## src/hdl/rmd_pkg.sv

```systemverilog
package rmd_pkg;

	localparam int unsigned LEN_W = 31;
	localparam int unsigned BYTE_W = 8;
	localparam int unsigned HDR_W = 32;
	localparam int unsigned HDR_BYTES = 4;
	localparam int unsigned HCNT_W = $clog2(HDR_BYTES);

	localparam logic [LEN_W-1:0] MAX_LEN_RESET = LEN_W'(1048576);
	localparam logic [HCNT_W-1:0] HCNT_LAST = HCNT_W'(HDR_BYTES - 1);

	typedef enum logic [2:0] {
		ST_BODY     = 3'd0,
		ST_EMPTY    = 3'd1,
		ST_FRAGMENT = 3'd2,
		ST_TOO_LONG = 3'd3,
		ST_CLOSE    = 3'd4,
		ST_RESET    = 3'd5
	} status_t;

	typedef enum logic {
		MODE_BYTE = 1'b0,
		MODE_EOS  = 1'b1
	} mode_t;

	typedef struct packed {
		logic              vld;
		status_t           status;
		logic [BYTE_W-1:0] body_byte;
		logic              last;
	} result_t;

endpackage

```

## src/hdl/record_marking_deframer_unit.sv

```systemverilog
// Channel  | handshake                  | payload
// ---------+----------------------------+--------------------------------------
// item     | item_valid / item_stall    | mode, stream_byte
// result   | result_valid / result_stall| status, body_byte, last
// cfg      | cfg_valid / cfg_ready      | max_message_length
//
// One word a cycle sustained while result_stall is low; a word's result reaches
// the result port through the input register followed by the result register.
// The header counter, length counter and bounds compare sit in one stage.
// arst_n clears all control state and loads the length limit with 1 MiB.
// result_stall holds the result register; a one-word input skid behind the
// input register keeps item_stall a plain register output.
module record_marking_deframer_unit (
	input  logic                       clk,
	input  logic                       arst_n,
	input  logic                       item_valid,
	output logic                       item_stall,
	input  logic                       mode,
	input  logic [rmd_pkg::BYTE_W-1:0] stream_byte,
	output logic                       result_valid,
	input  logic                       result_stall,
	output logic [2:0]                 status,
	output logic [rmd_pkg::BYTE_W-1:0] body_byte,
	output logic                       last,
	input  logic                       cfg_valid,
	output logic                       cfg_ready,
	input  logic [rmd_pkg::LEN_W-1:0]  max_message_length
);

	logic                       max_len_wr;
	logic [rmd_pkg::LEN_W-1:0]  max_len_q;

	logic                       item_fire;
	logic                       valid_s1;
	logic                       mode_s1;
	logic [rmd_pkg::BYTE_W-1:0] byte_s1;
	logic                       skid_valid_q;
	logic                       skid_mode_q;
	logic [rmd_pkg::BYTE_W-1:0] skid_byte_q;
	logic                       s1_load;
	logic                       adv;
	logic                       out_free;
	rmd_pkg::result_t           res;

	logic                       out_valid_q;
	rmd_pkg::status_t           status_q;
	logic [rmd_pkg::BYTE_W-1:0] body_q;
	logic                       last_q;

	// the limit must only change while idle; the block does not enforce it and takes every write
	assign cfg_ready  = 1'b1;
	assign max_len_wr = cfg_valid && cfg_ready;

	always_ff @(posedge clk or negedge arst_n) begin
		if (!arst_n) begin
			max_len_q <= rmd_pkg::MAX_LEN_RESET;
		end else if (max_len_wr) begin
			max_len_q <= max_message_length;
		end
	end

	// stall only once the skid word is occupied
	assign item_stall = skid_valid_q;
	assign item_fire  = item_valid && !item_stall;

	// advance the stage word unless it has a result and the output is blocked
	assign out_free = !out_valid_q || !result_stall;
	assign adv      = valid_s1 && (!res.vld || out_free);
	assign s1_load  = !valid_s1 || adv;

	always_ff @(posedge clk or negedge arst_n) begin
		if (!arst_n) begin
			valid_s1     <= 1'b0;
			skid_valid_q <= 1'b0;
		end else if (s1_load) begin
			if (skid_valid_q) begin
				valid_s1     <= 1'b1;
				skid_valid_q <= 1'b0;
			end else begin
				valid_s1 <= item_fire;
			end
		end else if (item_fire) begin
			skid_valid_q <= 1'b1;
		end
	end

	always_ff @(posedge clk) begin
		if (s1_load) begin
			if (skid_valid_q) begin
				mode_s1 <= skid_mode_q;
				byte_s1 <= skid_byte_q;
			end else begin
				mode_s1 <= mode;
				byte_s1 <= stream_byte;
			end
		end else if (item_fire) begin
			skid_mode_q <= mode;
			skid_byte_q <= stream_byte;
		end
	end

	// framing state and the per-word decision
	rmd_frame_core u_core (
		.clk     (clk),
		.arst_n  (arst_n),
		.step_en (adv),
		.mode    (mode_s1),
		.data    (byte_s1),
		.max_len (max_len_q),
		.res     (res)
	);

	// result register: load on a producing step, drop once taken
	always_ff @(posedge clk or negedge arst_n) begin
		if (!arst_n) begin
			out_valid_q <= 1'b0;
		end else if (adv && res.vld) begin
			out_valid_q <= 1'b1;
		end else if (!result_stall) begin
			out_valid_q <= 1'b0;
		end
	end

	always_ff @(posedge clk) begin
		if (adv && res.vld) begin
			status_q <= res.status;
			body_q   <= res.body_byte;
			last_q   <= res.last;
		end
	end

	assign result_valid = out_valid_q;
	assign status       = status_q;
	assign body_byte    = body_q;
	assign last         = last_q;

`ifndef SYNTHESIS
	// the skid word is only ever filled behind a held stage word
	assert property (@(posedge clk) disable iff (!arst_n) skid_valid_q |-> valid_s1)
		else $error("skid occupied with empty stage");
	// never overwrite a result that is still held
	assert property (@(posedge clk) disable iff (!arst_n)
		!(adv && res.vld && out_valid_q && result_stall))
		else $error("result overwritten while stalled");
	// a stage word blocked by the output stays in place
	assert property (@(posedge clk) disable iff (!arst_n)
		valid_s1 && !adv |=> valid_s1 && $stable(byte_s1) && $stable(mode_s1))
		else $error("blocked stage word lost");
`endif

endmodule

```

## src/hdl/rmd_frame_core.sv

```systemverilog
module rmd_frame_core (
	input  logic                       clk,
	input  logic                       arst_n,
	input  logic                       step_en,
	input  logic                       mode,
	input  logic [rmd_pkg::BYTE_W-1:0] data,
	input  logic [rmd_pkg::LEN_W-1:0]  max_len,
	output rmd_pkg::result_t           res
);

	logic [rmd_pkg::HCNT_W-1:0]             hcnt_q, hcnt_d;
	logic [rmd_pkg::HDR_W-rmd_pkg::BYTE_W-1:0] hval_q, hval_d;
	logic [rmd_pkg::LEN_W-1:0]              rem_q, rem_d;
	logic                                   in_body_q, in_body_d;
	logic                                   halted_q, halted_d;
	logic [rmd_pkg::HDR_W-1:0]              hdr_full;
	logic [rmd_pkg::LEN_W-1:0]              hdr_len;

	assign hdr_full = {hval_q, data};
	assign hdr_len  = hdr_full[rmd_pkg::LEN_W-1:0];

	always_comb begin
		hcnt_d        = hcnt_q;
		hval_d        = hval_q;
		rem_d         = rem_q;
		in_body_d     = in_body_q;
		halted_d      = halted_q;
		res.vld       = 1'b0;
		res.status    = rmd_pkg::ST_BODY;
		res.body_byte = '0;
		res.last      = 1'b0;
		if (halted_q) begin
			// drop everything until reset
		end else if (mode == rmd_pkg::MODE_EOS) begin
			res.vld    = 1'b1;
			res.status = (!in_body_q && hcnt_q == '0) ? rmd_pkg::ST_CLOSE : rmd_pkg::ST_RESET;
			hcnt_d     = '0;
			hval_d     = '0;
			rem_d      = '0;
			in_body_d  = 1'b0;
		end else if (in_body_q) begin
			res.vld       = 1'b1;
			res.body_byte = data;
			rem_d         = rem_q - rmd_pkg::LEN_W'(1);
			if (rem_q == rmd_pkg::LEN_W'(1)) begin
				res.last  = 1'b1;
				in_body_d = 1'b0;
			end
		end else if (hcnt_q != rmd_pkg::HCNT_LAST) begin
			hcnt_d = hcnt_q + rmd_pkg::HCNT_W'(1);
			hval_d = hdr_full[rmd_pkg::HDR_W-rmd_pkg::BYTE_W-1:0];
		end else if (!hdr_full[rmd_pkg::HDR_W-1]) begin
			res.vld    = 1'b1;
			res.status = rmd_pkg::ST_FRAGMENT;
			halted_d   = 1'b1;
		end else begin
			hcnt_d = '0;
			hval_d = '0;
			if (hdr_len == '0) begin
				res.vld    = 1'b1;
				res.status = rmd_pkg::ST_EMPTY;
			end else if (hdr_len > max_len) begin
				res.vld    = 1'b1;
				res.status = rmd_pkg::ST_TOO_LONG;
				halted_d   = 1'b1;
			end else begin
				rem_d     = hdr_len;
				in_body_d = 1'b1;
			end
		end
	end

	always_ff @(posedge clk or negedge arst_n) begin
		if (!arst_n) begin
			hcnt_q    <= '0;
			hval_q    <= '0;
			rem_q     <= '0;
			in_body_q <= 1'b0;
			halted_q  <= 1'b0;
		end else if (step_en) begin
			hcnt_q    <= hcnt_d;
			hval_q    <= hval_d;
			rem_q     <= rem_d;
			in_body_q <= in_body_d;
			halted_q  <= halted_d;
		end
	end

`ifndef SYNTHESIS
	// a body in progress always has bytes left
	assert property (@(posedge clk) disable iff (!arst_n) in_body_q |-> rem_q != '0)
		else $error("body active with zero remaining");
	// an error halt never leaves a body open
	assert property (@(posedge clk) disable iff (!arst_n) halted_q |-> !in_body_q)
		else $error("halted while in body");
	// no header bytes are gathered while a body is passed on
	assert property (@(posedge clk) disable iff (!arst_n) in_body_q |-> hcnt_q == '0)
		else $error("header count live inside a body");
`endif

endmodule

```

## config.mk

```make
export PLATFORM = sky130hd
export DESIGN_NAME = record_marking_deframer_unit
export DESIGN_NICKNAME = d
export VERILOG_FILES = /design/src/hdl/rmd_pkg.sv /design/src/hdl/record_marking_deframer_unit.sv /design/src/hdl/rmd_frame_core.sv
export SDC_FILE = /design/constraint.sdc
export NUM_CORES = 1
export LEC_CHECK = 0
export ABC_AREA = 1
export BUFFER_PORTS_ARGS = -buffer_cell sky130_fd_sc_hd__buf_2
export CAP_MARGIN = 30
export CORE_MARGIN = 10
export CORE_UTILIZATION = 34
export DETAILED_ROUTE_END_ITERATION = 6
export PLACE_DENSITY = 0.6
export SLEW_MARGIN = 20
export SYNTH_ARGS = -nofsm -noshare
export SYNTH_HDL_FRONTEND = slang
export SYNTH_SLANG_ARGS = --single-unit
```

## constraint.sdc

```tcl
create_clock -name clk -period 3.2 [get_ports clk]
set_input_delay 0.32 -clock clk [delete_from_list [all_inputs] [get_ports clk]]
set_output_delay 0.32 -clock clk [all_outputs]
set_load 0.02 [all_outputs]
```

Word level (Yosys, flattened, before mapping)
Cells that the tools add are included.
{"block": "word_totals", "register_bits": 123, "latchBits": 0, "ramBits": 0, "mem_bits_ro": 0, "inputBits": 45, "out_inout_bits": 15, "wordCells": 101, "memories": 0}
{"block": "op_classes", "n_addsub": 2, "n_mul": 0, "div": 0, "order_cmp": 1, "eq_ne": 7, "shift": 0, "mux": 47, "n_bitwise": 3, "reduce_logical": 24}
{"cell": "31-bit two-way mux", "count": 6}
{"cell": "24-bit two-way mux", "count": 3}
{"cell": "31-bit by 1-bit == test with 1-bit output, second input constant", "count": 1}
{"cell": "31-bit > comparator", "count": 1}
{"cell": "31-bit zero test", "count": 1}
{"cell": "31-bit by 1-bit subtractor with 31-bit output, second input constant", "count": 1}
{"cell": "1-bit two-way mux", "count": 23}
{"cell": "23-bit two-way mux", "count": 1}
{"cell": "4-bit two-way mux", "count": 5}
{"cell": "9-bit two-way mux", "count": 2}
{"cell": "13-bit two-way mux", "count": 1}
{"cell": "3-bit by 2-bit inequality test with 1-bit output, second input constant", "count": 3}
{"cell": "2-bit two-way mux", "count": 4}
{"cell": "8-bit two-way mux", "count": 1}
{"cell": "1-bit zero test", "count": 6}
{"cell": "6-bit AND reduction", "count": 1}
{"cell": "3-bit nonzero test", "count": 2}
{"cell": "1-bit logical AND", "count": 4}
{"cell": "2-bit inequality test, second input constant", "count": 2}
{"cell": "2-bit AND reduction", "count": 2}
{"cell": "4-bit AND reduction", "count": 1}
{"cell": "1-bit logical OR", "count": 3}
{"cell": "3-bit two-way mux", "count": 1}
{"cell": "1-bit NOT", "count": 3}
{"cell": "6 further kinds", "count": 6}

Longest topological paths before layout
{"block": "logic_depth", "word_depth": 14, "ltp_mapped": 20, "mapped_depth_nobuf": 20}

Hierarchy
Synthesis repeated with hierarchy kept, for this count alone.
{"block": "hier_totals", "cells_unflattened": 862, "area_unflattened_um2": 6994.2}
{"mod": "rmd_frame_core", "instances": 1, "cells_each": 654, "area_per_inst_um2": 4498.1, "seq_area_each_um2": 1476.4}
{"mod": "record_marking_deframer_unit", "instances": 1, "cells_each": 208, "area_per_inst_um2": 2496.1, "seq_area_each_um2": 1752.9}

Worst setup path before layout
OpenSTA, ideal clock, no wires.
{"block": "synth_timing", "path_type": "reg2reg", "startpoint": "register max_len_q[20] (netlist name)", "endpoint": "register skid_byte_q[0] (netlist name) (enable)", "setup_ns": 0.387, "arrival_time_ns": 2.684, "required_ns": 2.813, "setup_slack_ns": 0.129, "stages_incl_launch_ff": 15, "path_buffers": 0, "period_less_slack_ns": 3.071, "cell_sequence": "dfstp_2 > inv_1 > ha_1 > nand2_1 > nor2_1 > nand4_1 > nor2_1 > nand2_1 > nand2_1 > nand2_1 > nand3_2 > nand2_2 > nand2_2 > nand3_1 > nor3_1"}
{"block": "synth_between", "elab_chain_len": 14}
{"element": "from (decl)", "line_no": "record_marking_deframer_unit.sv:31", "rtl": "logic [rmd_pkg::LEN_W-1:0] max_len_q;"}
{"element": "from (signal assigned)", "line_no": "record_marking_deframer_unit.sv:56", "rtl": "max_len_q <= rmd_pkg::MAX_LEN_RESET;"}
{"element": "from (signal assigned)", "line_no": "record_marking_deframer_unit.sv:58", "rtl": "max_len_q <= max_message_length;"}
{"element": "31-bit > comparator", "line_no": "rmd_frame_core.sv:62", "rtl": "end else if (hdr_len > max_len) begin"}
{"element": "4-bit two-way mux", "line_no": "rmd_frame_core.sv:62"}
{"element": "4-bit two-way mux", "line_no": "rmd_frame_core.sv:59", "rtl": "if (hdr_len == '0) begin"}
{"element": "4-bit two-way mux", "line_no": "rmd_frame_core.sv:52", "rtl": "end else if (!hdr_full[rmd_pkg::HDR_W-1]) begin"}
{"element": "4-bit two-way mux", "line_no": "rmd_frame_core.sv:49", "rtl": "end else if (hcnt_q != rmd_pkg::HCNT_LAST) begin"}
{"element": "1-bit two-way mux", "line_no": "rmd_frame_core.sv:41", "rtl": "end else if (in_body_q) begin"}
{"element": "4-bit two-way mux", "line_no": "rmd_frame_core.sv:34", "rtl": "end else if (mode == rmd_pkg::MODE_EOS) begin"}
{"element": "13-bit two-way mux", "line_no": "rmd_frame_core.sv:32", "rtl": "if (halted_q) begin"}
{"element": "1-bit zero test", "line_no": "record_marking_deframer_unit.sv:68", "rtl": "assign adv = valid_s1 && (!res.vld || out_free);"}
{"element": "1-bit logical OR", "line_no": "record_marking_deframer_unit.sv:68"}
{"element": "1-bit logical AND", "line_no": "record_marking_deframer_unit.sv:68"}
{"element": "1-bit logical OR", "line_no": "record_marking_deframer_unit.sv:69", "rtl": "assign s1_load = !valid_s1 || adv;"}
{"element": "net s1_load", "line_no": "record_marking_deframer_unit.sv:40", "rtl": "logic s1_load;"}
{"element": "1-bit NOT (no line)"}
{"element": "2-bit AND reduction (no line)"}
{"element": "to (signal assigned)", "line_no": "record_marking_deframer_unit.sv:98", "rtl": "skid_byte_q <= stream_byte;"}
{"element": "to (decl)", "line_no": "record_marking_deframer_unit.sv:39", "rtl": "logic [rmd_pkg::BYTE_W-1:0] skid_byte_q;"}
The timed path passes the listed nets, and every way through them passes these cells.
A chain may end at the register's enable or synchronous reset.

Final worst setup path
{"block": "layout_timing", "startpoint": "register max_len_q[20] (netlist name)", "endpoint": "register status_q[2], in the netlist status[2] (enable)"}
{"block": "layout_between", "elab_chain_len": 12}
{"element": "31-bit > comparator *", "line_no": "rmd_frame_core.sv:62"}
{"element": "4-bit two-way mux *", "line_no": "rmd_frame_core.sv:62"}
{"element": "4-bit two-way mux *", "line_no": "rmd_frame_core.sv:59"}
{"element": "4-bit two-way mux *", "line_no": "rmd_frame_core.sv:52"}
{"element": "4-bit two-way mux *", "line_no": "rmd_frame_core.sv:49"}
{"element": "1-bit two-way mux *", "line_no": "rmd_frame_core.sv:41"}
{"element": "4-bit two-way mux *", "line_no": "rmd_frame_core.sv:34"}
{"element": "13-bit two-way mux *", "line_no": "rmd_frame_core.sv:32"}
{"element": "1-bit zero test", "line_no": "record_marking_deframer_unit.sv:68"}
{"element": "1-bit logical OR", "line_no": "record_marking_deframer_unit.sv:68"}
{"element": "1-bit logical AND", "line_no": "record_marking_deframer_unit.sv:68"}
{"element": "1-bit logical AND *", "line_no": "record_marking_deframer_unit.sv:125", "rtl": "if (adv && res.vld) begin"}
{"element": "to (signal assigned)", "line_no": "record_marking_deframer_unit.sv:126", "rtl": "status_q <= res.status;"}
{"element": "to (decl)", "line_no": "record_marking_deframer_unit.sv:46", "rtl": "rmd_pkg::status_t status_q;"}
Every way passes the cells marked *; elsewhere a longest branch is shown, timed or not.

==> key figures <==
Final layout
  • Layout cells sized above 1: 11.51%
  • Area grow syn2layout: 16.17%
  • Cell Count, Final, Fillers Out: 1252
  • Final nets: around 1000
  • N_diodes: 0

Route
  • DRT iter0 DRCs: ~380
  • Pre-Repair DR Iteration Count: 4
  • Avg WL per Cell: roughly 15 um
  • DRC Markers: 0
  • Total Wirelength: ~19000 um
  • Via-to-Cell Ratio: 4.864
  • Antenna Nets Post-Route: 0
  • Vias: 6090

Place
  • Placed cell count: approximately 1200
  • DP Wirelength: 12920 um
  • Port bufs: 58
  • Placer Congestion: 0.8573

GRT
  • M3 GR Usage: 3.254%
  • First-pass GRT wire length: 30640 um
  • GR Util met1: 18.63%
  • Met2 usage: between 20% and 30%
  • Total GRT Usage: between 10% and 20%
  • Initial antenna violation count: 0
  • Gr ovfl total: 0
  • Largest net degree at the start of global routing: between 50 and 60
  • Busiest grt layer: met2
  • Vias in the first global route: ~6000

Power
  • PwrDens: 456.9 mW/mm^2
  • LEAKAGE: around 4.3 nW
  • Worst vdd ir: 360.3 uV

Synthesis
  • Avg Cell Area, Syn: 7.704 sq um
  • Ys flop type: dfrtp_1
  • Number of flops mapped to enable cells by yosys: 30
  • Sequential-to-total area share from yosys stat: 45.76%
  • Gate Count Post-Synth: 916
  • Yosys reg bits: around 120
  • Mapped cell area: 0.007057 sq mm
  • Asr flop ratio synth: 75.61%
  • Syn_nets: 996
  • Yosys cell types: 43
  • Yosys warnings: 0

Floorplan
  • Top Ports: 60
  • Area of the core: 0.02030 sq mm
  • Cell Rows: 52
  • Die ar.: around 0.027 sq mm
  • Initial Util: 34.76%
  • Die Y: ~160 um
  • Die width: about 160 um

Min path
  • Hold crit path type: in2reg

Clocking
  • Clock transition at path regs: 0.05 ns
  • Clock Sinks: 123
  • CTS tree: yes
  • Clock Latency Late Sink: 0.43 ns
  • CTS Buf Count: 17
  • Clk buf depth: 2
  • CTS Root Cell: clkbuf_16
  • H-tree lvl count: 4

Critical path
  • Crit path arrival time: 3.04 ns
  • CP required: 3.32 ns
  • Launching element type of the critical path: register
  • Critical path peak fanout: 6
  • CP Capture Type: register
  • WS Path Type: reg2reg

Job
  • Max-cap violations: 0

Timing
  • Slew Limit Fails: 0
  • Slew of the pin with the lowest slew margin: 0.6812 ns
  • Final setup fails: 0
  • Final hold viol count: 0
  • F_max: 0.3436 GHz
  • Final setup TNS: 0 ns
  • RSZ-0062 raised after global routing: no
  • Fraction of the cycle the final worst path needs: 90.96%
  • Final min period: 2.911 ns
  • Slew headroom: 54.59%
  • Final Skew: around 0.017 ns

Status
  • Outcome: completed
## state kept, by name (all words and copies together) (netlist names)
name              count
max_len_q            31
u_core.rem_q         31
u_core.hval_q        24
body_byte             8
byte_s1               8
skid_byte_q           8
status                3
u_core.hcnt_q         2
item_stall            1
last                  1
mode_s1               1
result_valid          1
skid_mode_q           1
u_core.halted_q       1
u_core.in_body_q      1
valid_s1              1
## timing repair
action	in CTS	in global routing
setup buffers	0	0
hold buffers	1	0
endpoints found under the hold margin	50	0
resized for setup	0	2
endpoints found under the setup margin	0	12
## logic make-up after synthesis
logic type | after synthesis | share of synthesized area (%)
flops | 123 | 45.76
compound gates | 107 | 8.511
xor+xnor | 3 | 0.3724
buf+inv | 164 | 9.380
other cells | 1 | 0.05314
simple gates | 482 | 29.56
fa+ha+maj | 35 | 6.206
mux | 1 | 0.1596
## per-stage QoR
| step | worst slack (ns) | area (sq um) | hold slack, ns | total power, mW | utilization, % |
|---|---|---|---|---|---|
| 2_1_floorplan | 0.1292 | 7057 | 0.02441 | 1.848 | - |
| 3_3_place_gp | 0.2520 | 7610 | 0.4106 | 1.947 | 37.49 |
| 3_5_place_dp | 0.1401 | 7610 | 0.4117 | 1.952 | 37.49 |
| 4_1_cts | 0.1169 | 8172 | 0.07956 | 3.785 | 40.26 |
| 5_1_grt | 0.01282 | 8198 | 0.07798 | 3.912 | 40.38 |
| 6_report | 0.2894 | 8198 | 0.08910 | 3.746 | 40.38 |
## placed cells by master (no fill, tap or decap), drive strengths merged
cell and count:
nor4 4, dfstp 1, inv 121, nand4 70
xor2 3, nand2 273, dfrtp 92, a32o 1
a31o 1, nand3 21, clkbuf 20, clkinvlp 4
o31ai 1, a21o 3, and2 1, bufinv 2
a211oi 1, o22ai 13, nor2 95, o211ai 1
o21bai 1, nor3b 1, or2 4, o32ai 1
clkinv 11, edfxtp 30, ha 35, mux2 1
nor3 12, o21ai 61, o41ai 1, buf 71
a21oi 22, conb 1, dlygate4sd3 1, and3 1
## worst max-delay path: stages, from the launching register on
cell and delay (ns):
dfstp_2 0.51, inv_1 0.04, ha_1 0.28, nand2_1 0.05, nor2_1 0.11, nand4_1 0.10, nor2_1 0.22, nand4_1 0.11
nand2_1 0.17, nand3_2 0.13, nand2_2 0.08, nand2_2 0.09, nand2_2 0.12, nand2_1 0.06, nor2_1 0.15, nand2_1 0.18
clkinvlp_4 0.20
## final timing paths
| kind | end | start | depth (start not counted) | slack (ns) |
|---|---|---|---|---|
| worst min register to register | u_core.rem_q[1] | u_core.rem_q[1] | 2 | 0.49 |
| worst max-delay path | status[2] | max_len_q[20] | 16 | 0.29 |
| worst min-delay path | skid_byte_q[3] | stream_byte[3] | 1 | 0.09 |
| worst max register to register | status[2] | max_len_q[20] | 16 | 0.29 |
| max in group asynchronous | max_len_q[20] | arst_n | 3 | 1.99 |
| min in group asynchronous | max_len_q[29] | arst_n | 2 | 0.50 |
## report_power, final
part | switching, mW | leakage [nW] | internal, mW
Combinational | 0.166 | 2.50 | 0.0902
Sequential | 0.0171 | 1.54 | 1.65
Clock | 0.681 | 0.260 | 1.14
Total | 0.863 | 4.30 | 2.88
## area by class of cell
cell class | instances | area (sq um)
Fill cell | 2094 | 12100
Sequential cell | 123 | 3229
Tap cell | 270 | 337.8
Clock inverter | 12 | 105.1
Timing Repair inverter | 1 | 7.507
Multi-Input combinational cell | 629 | 3166
Clock buffer | 20 | 446.7
Timing Repair Buffer | 72 | 432.9
Inverter | 125 | 473.0
## synth_stat cells, types with 3 or more instances
library cell / count / area share (%)
buf_2: 4 / 0.28
nand2_2: 3 / 0.27
nor2_1: 92 / 4.9
nor4_1: 4 / 0.35
or2_2: 4 / 0.35
inv_1: 122 / 6.5
nand2_1: 270 / 14
nor2_2: 3 / 0.27
clkinv_1: 3 / 0.16
nand3_1: 20 / 1.4
nor3_1: 11 / 0.78
buf_6: 3 / 0.48
o21ai_0: 59 / 4.2
ha_1: 35 / 6.2
xor2_1: 3 / 0.37
dfrtp_1: 92 / 33
nand4_1: 69 / 6.1
edfxtp_1: 30 / 13
o22ai_1: 13 / 1.2
buf_4: 5 / 0.53
a21oi_1: 21 / 1.5
clkbuf_1: 27 / 1.4
a21o_1: 3 / 0.32
## metal layers
metal	up-vias	routed length [um]
li1	3103	-
met1	2823	8851
met2	145	8451
met3	19	908
met4	0	291
met5	-	0
Note: power is estimated with default switching activity, not from simulation.
